**src/cdo_pkg.sv**
```systemverilog
// Shared types, constants and calendar functions for the date offset core.
`default_nettype none

package cdo_pkg;

   // Widths of the stored year and of the day count.
   localparam int YEAR_WIDTH  = 16;
   localparam int COUNT_WIDTH = 16;

   // Working day value must hold the day plus a full day count.
   localparam int DAY_WIDTH = COUNT_WIDTH + 1;

   localparam logic [YEAR_WIDTH-1:0] YEAR_MAX  = '1;
   localparam logic [YEAR_WIDTH-1:0] YEAR_ZERO = '0;
   localparam logic [YEAR_WIDTH-1:0] YEAR_ONE  = YEAR_WIDTH'(1);

   localparam logic [3:0] MONTH_NONE = 4'd0;
   localparam logic [3:0] MONTH_JAN  = 4'd1;
   localparam logic [3:0] MONTH_FEB  = 4'd2;
   localparam logic [3:0] MONTH_DEC  = 4'd12;
   localparam logic [3:0] MONTH_ONE  = 4'd1;

   localparam logic [4:0] DAY_NONE = 5'd0;

   // Multiplicative inverse of an odd number modulo 2^YEAR_WIDTH.
   // Newton steps double the number of correct low bits each time.
   function automatic logic [YEAR_WIDTH-1:0] inv_odd(input logic [63:0] d);
      logic [63:0] x;
      x = d;
      for (int i = 0; i < 5; i++) begin
         x = x * (64'd2 - d * x);
      end
      return x[YEAR_WIDTH-1:0];
   endfunction

   // A year is a multiple of 25 exactly when year * inv(25) stays at or
   // below the largest year divided by 25.
   localparam logic [YEAR_WIDTH-1:0] INV25       = inv_odd(64'd25);
   localparam logic [YEAR_WIDTH-1:0] DIV25_LIMIT = YEAR_WIDTH'(YEAR_MAX / 25);

   typedef enum logic [1:0] {
      OP_SET = 2'd0,
      OP_ADD = 2'd1,
      OP_SUB = 2'd2,
      OP_NOP = 2'd3
   } op_type;

   typedef enum logic [2:0] {
      ST_IDLE,
      ST_LEAP,
      ST_SET,
      ST_ADD,
      ST_SUB,
      ST_DONE
   } state_type;

   typedef struct packed {
      op_type                  operation;
      logic [YEAR_WIDTH-1:0]   new_year;
      logic [3:0]              new_month;
      logic [4:0]              new_day;
      logic [COUNT_WIDTH-1:0]  day_count;
   } req_type;

   typedef struct packed {
      logic [YEAR_WIDTH-1:0] cur_year;
      logic [3:0]            cur_month;
      logic [4:0]            cur_day;
      logic                  range_error;
   } rsp_type;

   // Length of a month; month zero and codes above December have length 0.
   function automatic logic [4:0] days_in(input logic [3:0] month, input logic leap);
      logic [4:0] len;
      case (month) inside
         4'd1, 4'd3, 4'd5, 4'd7, 4'd8, 4'd10, 4'd12: len = 5'd31;
         4'd4, 4'd6, 4'd9, 4'd11:                   len = 5'd30;
         4'd2:                                      len = leap ? 5'd29 : 5'd28;
         default:                                   len = 5'd0;
      endcase
      return len;
   endfunction

endpackage

`default_nettype wire

```
**src/calendar_date_day_offset_core.sv**
```systemverilog
// Top level of the Gregorian date register with day-count add and subtract.
//
// Usage: a request on req_valid/req_ready carries an operation code with a
// new date (set) or a day count (add, subtract). Each request produces one
// response on rsp_valid/rsp_ready holding the stored date after the
// operation and a range error flag. On a range error the date is kept.
// The block takes one request at a time: req_ready is high only while the
// sequencer is idle.
// A set passes the leap and set states, a no-op goes straight to the
// final state. An add or a subtract walks one month per step and goes
// back to the leap state at each year boundary, since the shared multiply
// unit recomputes the leap flag whenever the working year changes. The
// worst case, a count of 65535 days, is about 2150 months.
// Reset sets the date to year 0, January 1 and empties the response
// register. A stalled response stays in its register; the finished
// request waits in its last state until the register frees, and a new
// request may be taken while an earlier response is still pending.
`default_nettype none

module calendar_date_day_offset_core
   import cdo_pkg::*;
(
   input  wire logic    clock,
   input  wire logic    reset,
   input  wire logic    req_valid,
   output logic         req_ready,
   input  wire req_type req_data,
   output logic         rsp_valid,
   input  wire logic    rsp_ready,
   output rsp_type      rsp_data
);

   state_type              state_ff, state_in;
   op_type                 op_ff, op_in;
   logic [COUNT_WIDTH-1:0] count_ff, count_in;
   logic [YEAR_WIDTH-1:0]  work_year_ff, work_year_in;
   logic [3:0]             work_month_ff, work_month_in;
   logic [DAY_WIDTH-1:0]   work_day_ff, work_day_in;
   logic                   leap_ff, leap_in;
   logic                   err_ff, err_in;
   logic [YEAR_WIDTH-1:0]  year_reg_ff, year_reg_in;
   logic [3:0]             month_reg_ff, month_reg_in;
   logic [4:0]             day_reg_ff, day_reg_in;
   logic                   rsp_valid_ff, rsp_valid_in;
   rsp_type                rsp_data_ff, rsp_data_in;

   logic                   leap_calc;
   logic [4:0]             cur_len;
   logic [4:0]             prev_len;
   logic [DAY_WIDTH-1:0]   cur_len_ext;
   logic [DAY_WIDTH-1:0]   count_ext;
   logic                   add_more;
   logic                   sub_more;
   logic                   rsp_free;

   // Shared leap unit always looks at the working year.
   cdo_leap_calc u_leap (
      .year (work_year_ff),
      .leap (leap_calc)
   );

   // Month lengths for the current and the preceding month.
   assign cur_len     = days_in(work_month_ff, leap_ff);
   assign prev_len    = days_in(work_month_ff - MONTH_ONE, leap_ff);
   assign cur_len_ext = DAY_WIDTH'(cur_len);
   assign count_ext   = DAY_WIDTH'(count_ff);
   assign add_more    = (work_day_ff > cur_len_ext);
   assign sub_more    = (work_day_ff <= count_ext);
   assign rsp_free    = !rsp_valid_ff || rsp_ready;

   assign req_ready = (state_ff == ST_IDLE);
   assign rsp_valid = rsp_valid_ff;
   assign rsp_data  = rsp_data_ff;

   // Next state of the sequencer.
   always_comb begin
      state_in = state_ff;
      unique case (state_ff)
         ST_IDLE: begin
            if (req_valid) begin
               state_in = (req_data.operation == OP_NOP) ? ST_DONE : ST_LEAP;
            end
         end
         ST_LEAP: begin
            unique case (op_ff)
               OP_SET:  state_in = ST_SET;
               OP_ADD:  state_in = ST_ADD;
               OP_SUB:  state_in = ST_SUB;
               default: state_in = ST_DONE;
            endcase
         end
         ST_SET: begin
            state_in = ST_DONE;
         end
         ST_ADD: begin
            if (!add_more) begin
               state_in = ST_DONE;
            end else if (work_month_ff == MONTH_DEC) begin
               state_in = (work_year_ff == YEAR_MAX) ? ST_DONE : ST_LEAP;
            end
         end
         ST_SUB: begin
            if (!sub_more) begin
               state_in = ST_DONE;
            end else if (work_month_ff <= MONTH_JAN) begin
               state_in = (work_year_ff == YEAR_ZERO) ? ST_DONE : ST_LEAP;
            end
         end
         ST_DONE: begin
            if (rsp_free) begin
               state_in = ST_IDLE;
            end
         end
         default: state_in = ST_IDLE;
      endcase
   end

   // Datapath and outputs of each state.
   always_comb begin
      op_in         = op_ff;
      count_in      = count_ff;
      work_year_in  = work_year_ff;
      work_month_in = work_month_ff;
      work_day_in   = work_day_ff;
      leap_in       = leap_ff;
      err_in        = err_ff;
      year_reg_in   = year_reg_ff;
      month_reg_in  = month_reg_ff;
      day_reg_in    = day_reg_ff;
      rsp_valid_in  = rsp_valid_ff && !rsp_ready;
      rsp_data_in   = rsp_data_ff;

      unique case (state_ff)
         ST_IDLE: begin
            if (req_valid) begin
               op_in    = req_data.operation;
               count_in = req_data.day_count;
               err_in   = 1'b0;
               case (req_data.operation)
                  OP_SET: begin
                     work_year_in  = req_data.new_year;
                     work_month_in = (req_data.new_month > MONTH_DEC) ? MONTH_NONE
                                                                      : req_data.new_month;
                     work_day_in   = DAY_WIDTH'(req_data.new_day);
                  end
                  OP_ADD: begin
                     work_year_in  = year_reg_ff;
                     work_month_in = month_reg_ff;
                     work_day_in   = DAY_WIDTH'(day_reg_ff) + DAY_WIDTH'(req_data.day_count);
                  end
                  OP_SUB: begin
                     work_year_in  = year_reg_ff;
                     work_month_in = month_reg_ff;
                     work_day_in   = DAY_WIDTH'(day_reg_ff);
                  end
                  default: begin
                  end
               endcase
            end
         end
         ST_LEAP: begin
            leap_in = leap_calc;
         end
         ST_SET: begin
            // A day past the month's end is cleared.
            year_reg_in  = work_year_ff;
            month_reg_in = work_month_ff;
            day_reg_in   = add_more ? DAY_NONE : work_day_ff[4:0];
         end
         ST_ADD: begin
            // Use up one month, rolling December into the next year.
            if (add_more) begin
               if (work_month_ff == MONTH_DEC) begin
                  if (work_year_ff == YEAR_MAX) begin
                     err_in = 1'b1;
                  end else begin
                     work_day_in   = work_day_ff - cur_len_ext;
                     work_month_in = MONTH_JAN;
                     work_year_in  = work_year_ff + YEAR_ONE;
                  end
               end else begin
                  work_day_in   = work_day_ff - cur_len_ext;
                  work_month_in = work_month_ff + MONTH_ONE;
               end
            end else begin
               year_reg_in  = work_year_ff;
               month_reg_in = work_month_ff;
               day_reg_in   = work_day_ff[4:0];
            end
         end
         ST_SUB: begin
            // Borrow the previous month's length until the count fits.
            if (sub_more) begin
               if (work_month_ff <= MONTH_JAN) begin
                  if (work_year_ff == YEAR_ZERO) begin
                     err_in = 1'b1;
                  end else begin
                     work_year_in  = work_year_ff - YEAR_ONE;
                     work_month_in = MONTH_DEC;
                     work_day_in   = work_day_ff + DAY_WIDTH'(days_in(MONTH_DEC, 1'b0));
                  end
               end else begin
                  work_month_in = work_month_ff - MONTH_ONE;
                  work_day_in   = work_day_ff + DAY_WIDTH'(prev_len);
               end
            end else begin
               year_reg_in  = work_year_ff;
               month_reg_in = work_month_ff;
               day_reg_in   = 5'(work_day_ff - count_ext);
            end
         end
         ST_DONE: begin
            if (rsp_free) begin
               rsp_valid_in            = 1'b1;
               rsp_data_in.cur_year    = year_reg_ff;
               rsp_data_in.cur_month   = month_reg_ff;
               rsp_data_in.cur_day     = day_reg_ff;
               rsp_data_in.range_error = err_ff;
            end
         end
         default: begin
         end
      endcase
   end

   // Control state and the stored date.
   always_ff @(posedge clock) begin
      if (reset) begin
         state_ff     <= ST_IDLE;
         rsp_valid_ff <= 1'b0;
         year_reg_ff  <= YEAR_ZERO;
         month_reg_ff <= MONTH_JAN;
         day_reg_ff   <= 5'd1;
      end else begin
         state_ff     <= state_in;
         rsp_valid_ff <= rsp_valid_in;
         year_reg_ff  <= year_reg_in;
         month_reg_ff <= month_reg_in;
         day_reg_ff   <= day_reg_in;
      end
   end

   // Working registers and the response payload.
   always_ff @(posedge clock) begin
      op_ff         <= op_in;
      count_ff      <= count_in;
      work_year_ff  <= work_year_in;
      work_month_ff <= work_month_in;
      work_day_ff   <= work_day_in;
      leap_ff       <= leap_in;
      err_ff        <= err_in;
      rsp_data_ff   <= rsp_data_in;
   end

   // The stored date never moves while the sequencer is idle.
   a_idle_date_stable: assert property (@(posedge clock) disable iff (reset)
      (state_ff == ST_IDLE) |=> ($stable(year_reg_ff) && $stable(month_reg_ff)
                                 && $stable(day_reg_ff)))
      else $error("stored date changed while idle");

   // The stored month is always a real month or zero.
   a_month_range: assert property (@(posedge clock) disable iff (reset)
      month_reg_ff <= MONTH_DEC)
      else $error("stored month out of range");

   // A new response only comes out of the final state.
   a_rsp_from_done: assert property (@(posedge clock) disable iff (reset)
      (!$past(rsp_valid_ff) || $past(rsp_ready)) && rsp_valid_ff
         |-> ($past(state_ff) == ST_DONE))
      else $error("response issued outside the final state");

endmodule

`default_nettype wire

```
**src/cdo_leap_calc.sv**
```systemverilog
// Gregorian leap year test built on one multiply and compare.
`default_nettype none

module cdo_leap_calc
   import cdo_pkg::*;
(
   input  wire logic [YEAR_WIDTH-1:0] year,
   output logic                       leap
);

   logic [YEAR_WIDTH-1:0] prod;
   logic                  div4;
   logic                  div25;
   logic                  div100;
   logic                  div400;

   // Divisibility by 25 through the modular inverse.
   assign prod  = year * INV25;
   assign div25 = (prod <= DIV25_LIMIT);

   // 100 = 4 * 25 and 400 = 16 * 25.
   assign div4   = (year[1:0] == 2'b00);
   assign div100 = div4 && div25;
   assign div400 = div100 && (year[3:0] == 4'b0000);

   assign leap = (div4 && !div100) || div400;

endmodule

`default_nettype wire
```
**config.mk**
```make
export PLATFORM = sky130hd
export DESIGN_NAME = calendar_date_day_offset_core
export DESIGN_NICKNAME = d
export VERILOG_FILES = /design/src/cdo_pkg.sv /design/src/calendar_date_day_offset_core.sv /design/src/cdo_leap_calc.sv
export SDC_FILE = /design/constraint.sdc
export NUM_CORES = 1
export LEC_CHECK = 0
export BUFFER_PORTS_ARGS = -buffer_cell sky130_fd_sc_hd__buf_2
export CAP_MARGIN = 15
export CELL_PAD_IN_SITES_DETAIL_PLACEMENT = 0
export CELL_PAD_IN_SITES_GLOBAL_PLACEMENT = 2
export CORE_MARGIN = 1.5
export CORE_UTILIZATION = 36
export CTS_CLUSTER_SIZE = 14
export DETAILED_ROUTE_END_ITERATION = 8
export PLACE_DENSITY = 0.83
export REMOVE_ABC_BUFFERS = 1
export SLEW_MARGIN = 5
export SYNTH_ARGS = -nofsm -noshare
export SYNTH_HDL_FRONTEND = slang
export SYNTH_HIERARCHICAL = 1
export SYNTH_SLANG_ARGS = --single-unit
```
**constraint.sdc**
```tcl
create_clock -name clock -period 4.4 [get_ports clock]
set_input_delay 0.44 -clock clock [delete_from_list [all_inputs] [get_ports clock]]
set_output_delay 0.44 -clock clock [all_outputs]
set_load 0.02 [all_outputs]
```
==> out/metrics.cfg, run 1 <==
[outcome]
status=completed

[worst_hold_path]
hold_path_class=primary input to register
hp-start=req_data[15]

[critical_path]
reg2reg_from=work_year_ff[9]
cp.required_ns=4.49
crit_arrival_ns=4.24
cp-startpoint=work_year_ff[9]
cp_max_fo=4
startpoint_type=register
critPathKind=register to register
end_kind=register

[cells_and_area]
multiInputGateArea_mm2=0.005678
final_cells=1360
final_nets=1214
diodes=0
final_core_util_pct=41.53
syn_to_final_growth_pct=13.73
fillCellCount=2527
drive_above_1_share_pct=15.34
seq_area_mm2=0.003073

[synth]
yosys.area.top_type=edfxtp_1
synth_seq_cells=112
seq_area_frac_synth_pct=33.51
synthArstFlopShare_pct=0
syn_avg_cell_area_um2=9.714
ys_types=72
ys.flop_type=edfxtp_1
synth_warnings=6
synth_edf_count=83
netlist_top_cells_area=edfxtp_1, ha_1, dfxtp_1
syn-instance-count=944
synth_top_area_share_pct=27.18
synthesis.area_mm2=0.009170

[clocking]
clk_latency_ns=0.37
cts_tree=built
cts_root_buffer=clkbuf_16
numCtsBuffers=9
path_clk_slew_ns=0.09
cts_sinks=112
h-tree-depth=3
cts_buffer_depth=2
postCtsHoldBufs=0

[timing]
worst_slack_ns=0.2540
slew_headroom_pct=26.22
fin_hold_ws_ns=0.2562
timing.clock.skew_ns=0.01884
finalSetupViolations=0
rsz0062_at_grt=false
worstMarginPinSlew_ns=1.107
final-max-slew-violation-count=0
period_share_pct=94.23
finalHoldViolations=0
max_freq_mhz=241.2
fin_crit_ns=4.146

[floorplan]
num_io_pins=75
die_width_um=162.6
dieArea_mm2=0.02644
die_y_um=162.6
core_region_area_mm2=0.02511
start_util_pct=36.52
num_rows=58

[global_routing]
grt_pass1_wl_mm=39.02
overflow=0
track_usage_pct=19.13
grt_start_max_net_pins=31
antenna_found_initial=0
grt_pass1_vias=7177

[route]
drt_wl_total_mm=24.52
wl_per_cell_um=18.03
initialDrtViolationCount=380
vias_per_cell=5.358
num_vias=7287
antenna_left=0
first_pass_iters=5
remaining_drc_errors=0

[place]
place_congestion=0.8423
post-place-ws_ns=0.04249
port_buffers=74
dp_hpwl_mm=18.43
dp_cells=1341

[run]
drv_cap=0

cell usage in the layout (no fill, tap or decap), types with 30 or more instances in the layout:
| cell | count |
|---|---|
| mux2i_1 | 30 |
| buf_2 | 74 |
| buf_4 | 31 |
| nor2_1 | 76 |
| o21ai_0 | 57 |
| nand2_1 | 57 |
| a21oi_1 | 48 |
| edfxtp_1 | 83 |
| ha_1 | 116 |
| inv_1 | 85 |
sequential cells by signal, summed over array words and instances (netlist names):
name           flops
rsp_data          26
work_day_ff       17
count_ff          16
work_year_ff      16
year_reg_ff       16
day_reg_ff         5
month_reg_ff       4
work_month_ff      4
state_ff           3
op_ff              2
err_ff             1
leap_ff            1
rsp_valid          1
layout make-up:
class	count	share of cell area [%]
clock buffers	10	2.196
clock inverters	6	0.7199
inverters	87	3.131
multi-input cells	708	54.44
flip-flops and latches	112	29.47
well taps	330	3.959
repair buffers	107	6.083
per-stage QoR:
| stage | setup TNS (ns) | instance area [um^2] |
|---|---|---|
| 6_report | 0 | 10430 |
| 3_3_place_gp | 0 | 10050 |
| 5_1_grt | 0 | 10430 |
| 4_1_cts | 0 | 10350 |
| 2_1_floorplan | -6.967 | 9000 |
| 3_5_place_dp | 0 | 10050 |
cells in the mapped netlist (4+ instances only):
| cell | count |
|---|---|
| a2111oi_0 | 4 |
| a211oi_1 | 10 |
| a21o_1 | 12 |
| a21oi_1 | 48 |
| a221oi_1 | 5 |
| a221oi_2 | 4 |
| a22oi_1 | 8 |
| a31oi_1 | 8 |
| and3_1 | 9 |
| buf_6 | 4 |
| clkbuf_1 | 29 |
| dfxtp_1 | 29 |
| edfxtp_1 | 83 |
| fa_1 | 23 |
| ha_1 | 119 |
| inv_1 | 85 |
| mux2_2 | 4 |
| mux2i_1 | 30 |
| nand2_1 | 57 |
| nand2b_1 | 7 |
| nand3_1 | 13 |
| nand4_1 | 11 |
| nor2_1 | 77 |
| nor2b_1 | 13 |
| nor3_1 | 24 |
| nor4_1 | 14 |
| o211ai_1 | 7 |
| o21a_1 | 10 |
| o21ai_0 | 57 |
| o21bai_1 | 5 |
| o221ai_1 | 5 |
| o22ai_1 | 9 |
| o31ai_1 | 5 |
| or3_1 | 7 |
| xnor2_1 | 29 |
| xor2_1 | 22 |
critical path, cell delays in order (launching register included):
cell and delay [ns]:
edfxtp_1 0.47, ha_4 0.31, fa_1 0.40, ha_1 0.29, inv_1 0.05, fa_1 0.53, inv_1 0.05, fa_1 0.48
ha_2 0.17, xnor3_1 0.21, xnor3_1 0.21, xnor3_1 0.25, a311oi_2 0.31, a41oi_2 0.13
path summary, 6_finish.rpt:
kind,depth (start not counted),slack (ns),endpoint
hold reg to reg,0,0.43,rsp_data[0]
setup / recovery,13,0.25,leap_ff
setup reg to reg,13,0.25,leap_ff
hold / removal,1,0.26,count_ff[15]
cells by family (layout without fill, tap and decap cells):
| kind of cell | count (synthesis) | in the layout | share of synthesized area [%] |
|---|---|---|---|
| AND/OR/NAND/NOR | 252 | 252 | 13.66 |
| AO/OA/AOI/OAI | 225 | 225 | 16.61 |
| adder cells (fa/ha/maj) | 142 | 142 | 21.26 |
| buffers and inverters | 124 | 210 | 5.417 |
| flip-flops | 112 | 112 | 33.51 |
| XOR/XNOR | 55 | 55 | 5.785 |
| multiplexers | 34 | 34 | 3.766 |
repair_timing:
action,in CTS,in global routing
gates resized for setup,0,8
setup endpoints to repair,0,12
setup buffers,0,3
metal layers:
| metal | track usage (%) | wire (um) | vias up |
|---|---|---|---|
| li1 | - | - | 3609 |
| met1 | 25.78 | 11690 | 3553 |
| met2 | 32.67 | 11820 | 114 |
| met3 | 2.546 | 802 | 11 |
| met4 | 4.087 | 205 | 0 |
| met5 | 0 | 0 | - |
Power of run 1 is left out: the tool's default activity adds up to more than one toggle a clock period on the data nets, which glitch-free logic cannot reach.
==> inputs of run 2 (changes only) <==
--- a/config.mk
+++ b/config.mk
@@ -14,7 +14,6 @@
 export CTS_CLUSTER_SIZE = 14
 export DETAILED_ROUTE_END_ITERATION = 8
 export PLACE_DENSITY = 0.83
-export REMOVE_ABC_BUFFERS = 1
 export SLEW_MARGIN = 5
 export SYNTH_ARGS = -nofsm -noshare
 export SYNTH_HDL_FRONTEND = slang
==> run 2 against run 1 <==
Sequential cell count is the same. Maximum frequency shrank 2.6%. Cell area is 0.61% lower. Via count is essentially flat. Die area unchanged. Highest routed layer is now met5. Sequential share of layout area up 0.18 points. Wire length grew 3.5%. Clock-buffer cell count unchanged. Worst setup slack got worse by 0.11 ns. Register-to-register slack got worse by 0.11 ns. Core utilization fell by 0.25 points.
==> out/metrics.cfg, run 2 (synthesis results as in run 1) <==
[floorplan]
num_io_pins=75
die_y_um=162.6
dieArea_mm2=0.02644
start_util_pct=36.52
core_region_area_mm2=0.02511
die_width_um=162.6
num_rows=58

[route]
antenna_left=0
drt_wl_total_mm=25.38
vias_per_cell=5.363
first_pass_iters=5
initialDrtViolationCount=491
num_vias=7294
remaining_drc_errors=0
wl_per_cell_um=18.66

[critical_path]
startpoint_type=register
slowest_stage=fa_1
critPathKind=register to register
cp_max_fo=4
crit_arrival_ns=4.35
crit_path_cell_trace=ha_1 > fa_1 > ha_1 > inv_1 > fa_1 > inv_1 > fa_1 > ha_2 > xnor3_1 > xnor3_1 > xnor3_1 > a311oi_2 > a41oi_1
slowest_delay_ns=0.53
end_kind=register
cp.required_ns=4.49

[place]
dp_hpwl_mm=19.78
post-place-ws_ns=0.1115
port_buffers=74
dp_cells=1343
place_congestion=0.8512

[timing]
max_freq_mhz=235.0
finalSetupViolations=0
finalHoldViolations=0
final-max-slew-violation-count=0
worst_slack_ns=0.1440
period_share_pct=96.73
fin_hold_ws_ns=0.2844
worstMarginPinSlew_ns=1.040
slew_headroom_pct=30.05
timing.clock.skew_ns=0.01058
fin_crit_ns=4.256

[cells_and_area]
fillCellCount=2565
layout_commonest_cell=ha_1
final_core_util_pct=41.28
drive_above_1_share_pct=14.66
mostFrequentLayoutCells=ha_1, inv_1, edfxtp_1, nor2_1, buf_2
largest_register_ffs=26
final_nets=1214
syn_to_final_growth_pct=13.03
diodes=0
final_cells=1360

[global_routing]
antenna_found_initial=1
overflow=0
grt_pass1_wl_mm=40.08
track_usage_pct=19.87
grt_start_max_net_pins=32
grt_pass1_vias=7317

[outcome]
status=completed

[clocking]
path_clk_slew_ns=0.08
cts_buffer_depth=2
cts_sinks=112
cts_tree=built
postCtsHoldBufs=0
numCtsBuffers=9
cts_root_buffer=clkbuf_16
clk_latency_ns=0.36
h-tree-depth=3

[synth]
syn_nets=1133

[worst_hold_path]
hold_path_class=primary input to register

[run]
drv_cap=0

==> run 2: through the flow <==
stage	cell area, um^2	setup TNS [ns]
after global placement	10070	0
after global routing	10360	-0.005853
final	10360	0
after detailed placement	10070	0
after floorplan	9183	0
after CTS	10350	0
==> run 2: final timing paths <==
path                         from           end  slack [ns]  cells past startpoint
setup / recovery  work_year_ff[9]       leap_ff        0.14                     13
hold / removal       req_data[15]  count_ff[15]        0.28                      1
setup reg to reg  work_year_ff[9]       leap_ff        0.14                     13
hold reg to reg            err_ff   rsp_data[0]        0.43                      0
==> run 2: layout make-up <==
type	count	area (um^2)	share of cell area, %
clock buffers	10	229.0	2.209
clock inverters	6	48.80	0.4708
inverters	87	326.6	3.151
multi-input cells	708	5644	54.45
flip-flops and latches	112	3073	29.65
well taps	330	412.9	3.984
repair buffers	107	630.6	6.084
==> run 2: repair_timing <==
action,in CTS,in global routing
gates resized for setup,0,2
buffers inserted,0,1
endpoints found under the setup margin,0,1
==> run 2: per-layer routing <==
metal / GRT usage, % / routed length (um) / vias up
met5: 0 / 13 / -
met4: 6.088 / 547 / 2
met3: 2.776 / 977 / 31
met2: 34.36 / 12430 / 160
met1: 25.65 / 11410 / 3496
li1: - / - / 3605
==> run 2: worst max-delay path: cells and delay by family (launching register included) <==
kind / cells / cell delay, ns
XOR/XNOR: 3 / 0.81
buffers and inverters: 2 / 0.10
AO/OA/AOI/OAI: 2 / 0.43
flip-flops: 1 / 0.44
adder cells (fa/ha/maj): 6 / 2.22
Power of run 2 is left out for the same reason.
==> inputs of run 3 (changes only) <==
--- a/config.mk
+++ b/config.mk
@@ -10,10 +10,10 @@
 export CELL_PAD_IN_SITES_DETAIL_PLACEMENT = 0
 export CELL_PAD_IN_SITES_GLOBAL_PLACEMENT = 2
 export CORE_MARGIN = 1.5
-export CORE_UTILIZATION = 36
+export CORE_UTILIZATION = 35
 export CTS_CLUSTER_SIZE = 14
 export DETAILED_ROUTE_END_ITERATION = 8
-export PLACE_DENSITY = 0.83
+export PLACE_DENSITY = 0.81
 export SLEW_MARGIN = 5
 export SYNTH_ARGS = -nofsm -noshare
 export SYNTH_HDL_FRONTEND = slang
==> run 3 against run 2 <==
Hold slack got worse by 0.0086 ns. Sequential share of layout area decreased by 0.15 points. Worst setup slack got worse by 0.0074 ns. First-iteration DRC count decreased by 19%. Register-to-register slack about the same. Sequential cell count unchanged. Cell area increased by 0.52%. Via count increased by 0.55%.
==> out/metrics.cfg, run 3 (synthesis results as in run 1) <==
[outcome]
status=completed

[floorplan]
core_region_area_mm2=0.02591
num_rows=59
num_io_pins=75
dieArea_mm2=0.02718
die_width_um=164.9
start_util_pct=35.39
die_y_um=164.9

[route]
remaining_drc_errors=0
antenna_left=0
vias_per_cell=5.353
wl_per_cell_um=18.83
first_pass_iters=5
num_vias=7334
drt_wl_total_mm=25.80
initialDrtViolationCount=397

[clocking]
cts_tree=built
path_clk_slew_ns=0.09
clk_latency_ns=0.37
cts_sinks=112
h-tree-depth=3
postCtsHoldBufs=0
cts_root_buffer=clkbuf_16
numCtsBuffers=9
cts_buffer_depth=2

[critical_path]
cp_max_fo=7
cp-startpoint=work_year_ff[2]
critPathKind=register to register
reg2reg_from=work_year_ff[2]
end_kind=register
cp.required_ns=4.50
crit_arrival_ns=4.37
startpoint_type=register

[timing]
finalSetupViolations=0
worstMarginPinSlew_ns=1.093
timing.clock.skew_ns=0.01280
fin_hold_ws_ns=0.2758
period_share_pct=96.90
max_freq_mhz=234.6
slew_headroom_pct=27.16
finalHoldViolations=0
final-max-slew-violation-count=0
fin_crit_ns=4.263

[synth]
syn_nets=1133

[place]
port_buffers=74
dpl_cell_area_mm2=0.01011
dp_hpwl_mm=20.00
place_congestion=0.8322

[cells_and_area]
multiInputGateArea_mm2=0.005657
syn_to_final_growth_pct=13.62
drive_above_1_share_pct=15.27
mostFrequentLayoutCells=ha_1, inv_1, edfxtp_1, nor2_1, buf_2
largest_register_ffs=26
layout_commonest_cell=ha_1
final_cell_area_mm2=0.01042
seq_area_mm2=0.003073
fillCellCount=2611
diodes=0
final_nets=1219

[global_routing]
overflow=0
grt_pass1_wl_mm=40.09
grt_pass1_vias=7241
grt_start_max_net_pins=31
antenna_found_initial=2
track_usage_pct=19.55

[worst_hold_path]
hp-start=req_data[15]
hold_path_class=primary input to register

[run]
drv_cap=0

==> run 3: layout make-up <==
class,instances,share of cell area (%)
multi-input cells,708,54.29
clock inverters,5,0.4083
repair buffers,112,6.413
inverters,87,3.134
clock buffers,11,2.234
flip-flops and latches,112,29.49
well taps,335,4.023
==> run 3: metrics by stage <==
stage	instances	util (%)	setup TNS, ns	worst slack (ns)
global route	1370	40.21	-0.008305	-0.008305
detailed placement	1352	39.01	0	0.1393
global placement	1352	39.01	0	0.1476
finish	1370	40.21	0	0.1366
CTS	1368	40.07	0	0.1313
floorplan	944	-	0	0.1955
==> run 3: final timing paths <==
path                       end  slack, ns  cells after the start
hold / removal    count_ff[15]       0.28                      1
hold reg to reg   rsp_data[24]       0.46                      0
setup / recovery       leap_ff       0.14                     14
setup reg to reg       leap_ff       0.14                     14
==> run 3: timing repair <==
item                                    4_1_cts  5_1_grt
endpoints found under the setup margin        0        1
buffers inserted                              0        2
gates resized for setup                       0        3
==> run 3: routing by layer <==
| metal | GRT usage (%) | wire (um) | vias to the layer above |
|---|---|---|---|
| li1 | - | - | 3617 |
| met1 | 25.71 | 11940 | 3560 |
| met2 | 34.34 | 12680 | 133 |
| met3 | 2.562 | 923 | 20 |
| met4 | 3.726 | 227 | 4 |
| met5 | 0 | 23 | - |
==> run 3: critical path: stages (launching register included) <==
cell      delay (ns)
edfxtp_1        0.50
inv_1           0.08
ha_1            0.30
ha_1            0.27
inv_1           0.05
fa_1            0.47
fa_1            0.49
inv_1           0.05
fa_1            0.38
ha_2            0.20
xnor3_1         0.33
xnor3_1         0.21
xnor3_1         0.25
a311oi_2        0.29
a41oi_1         0.14
Power of run 3 is left out for the same reason.
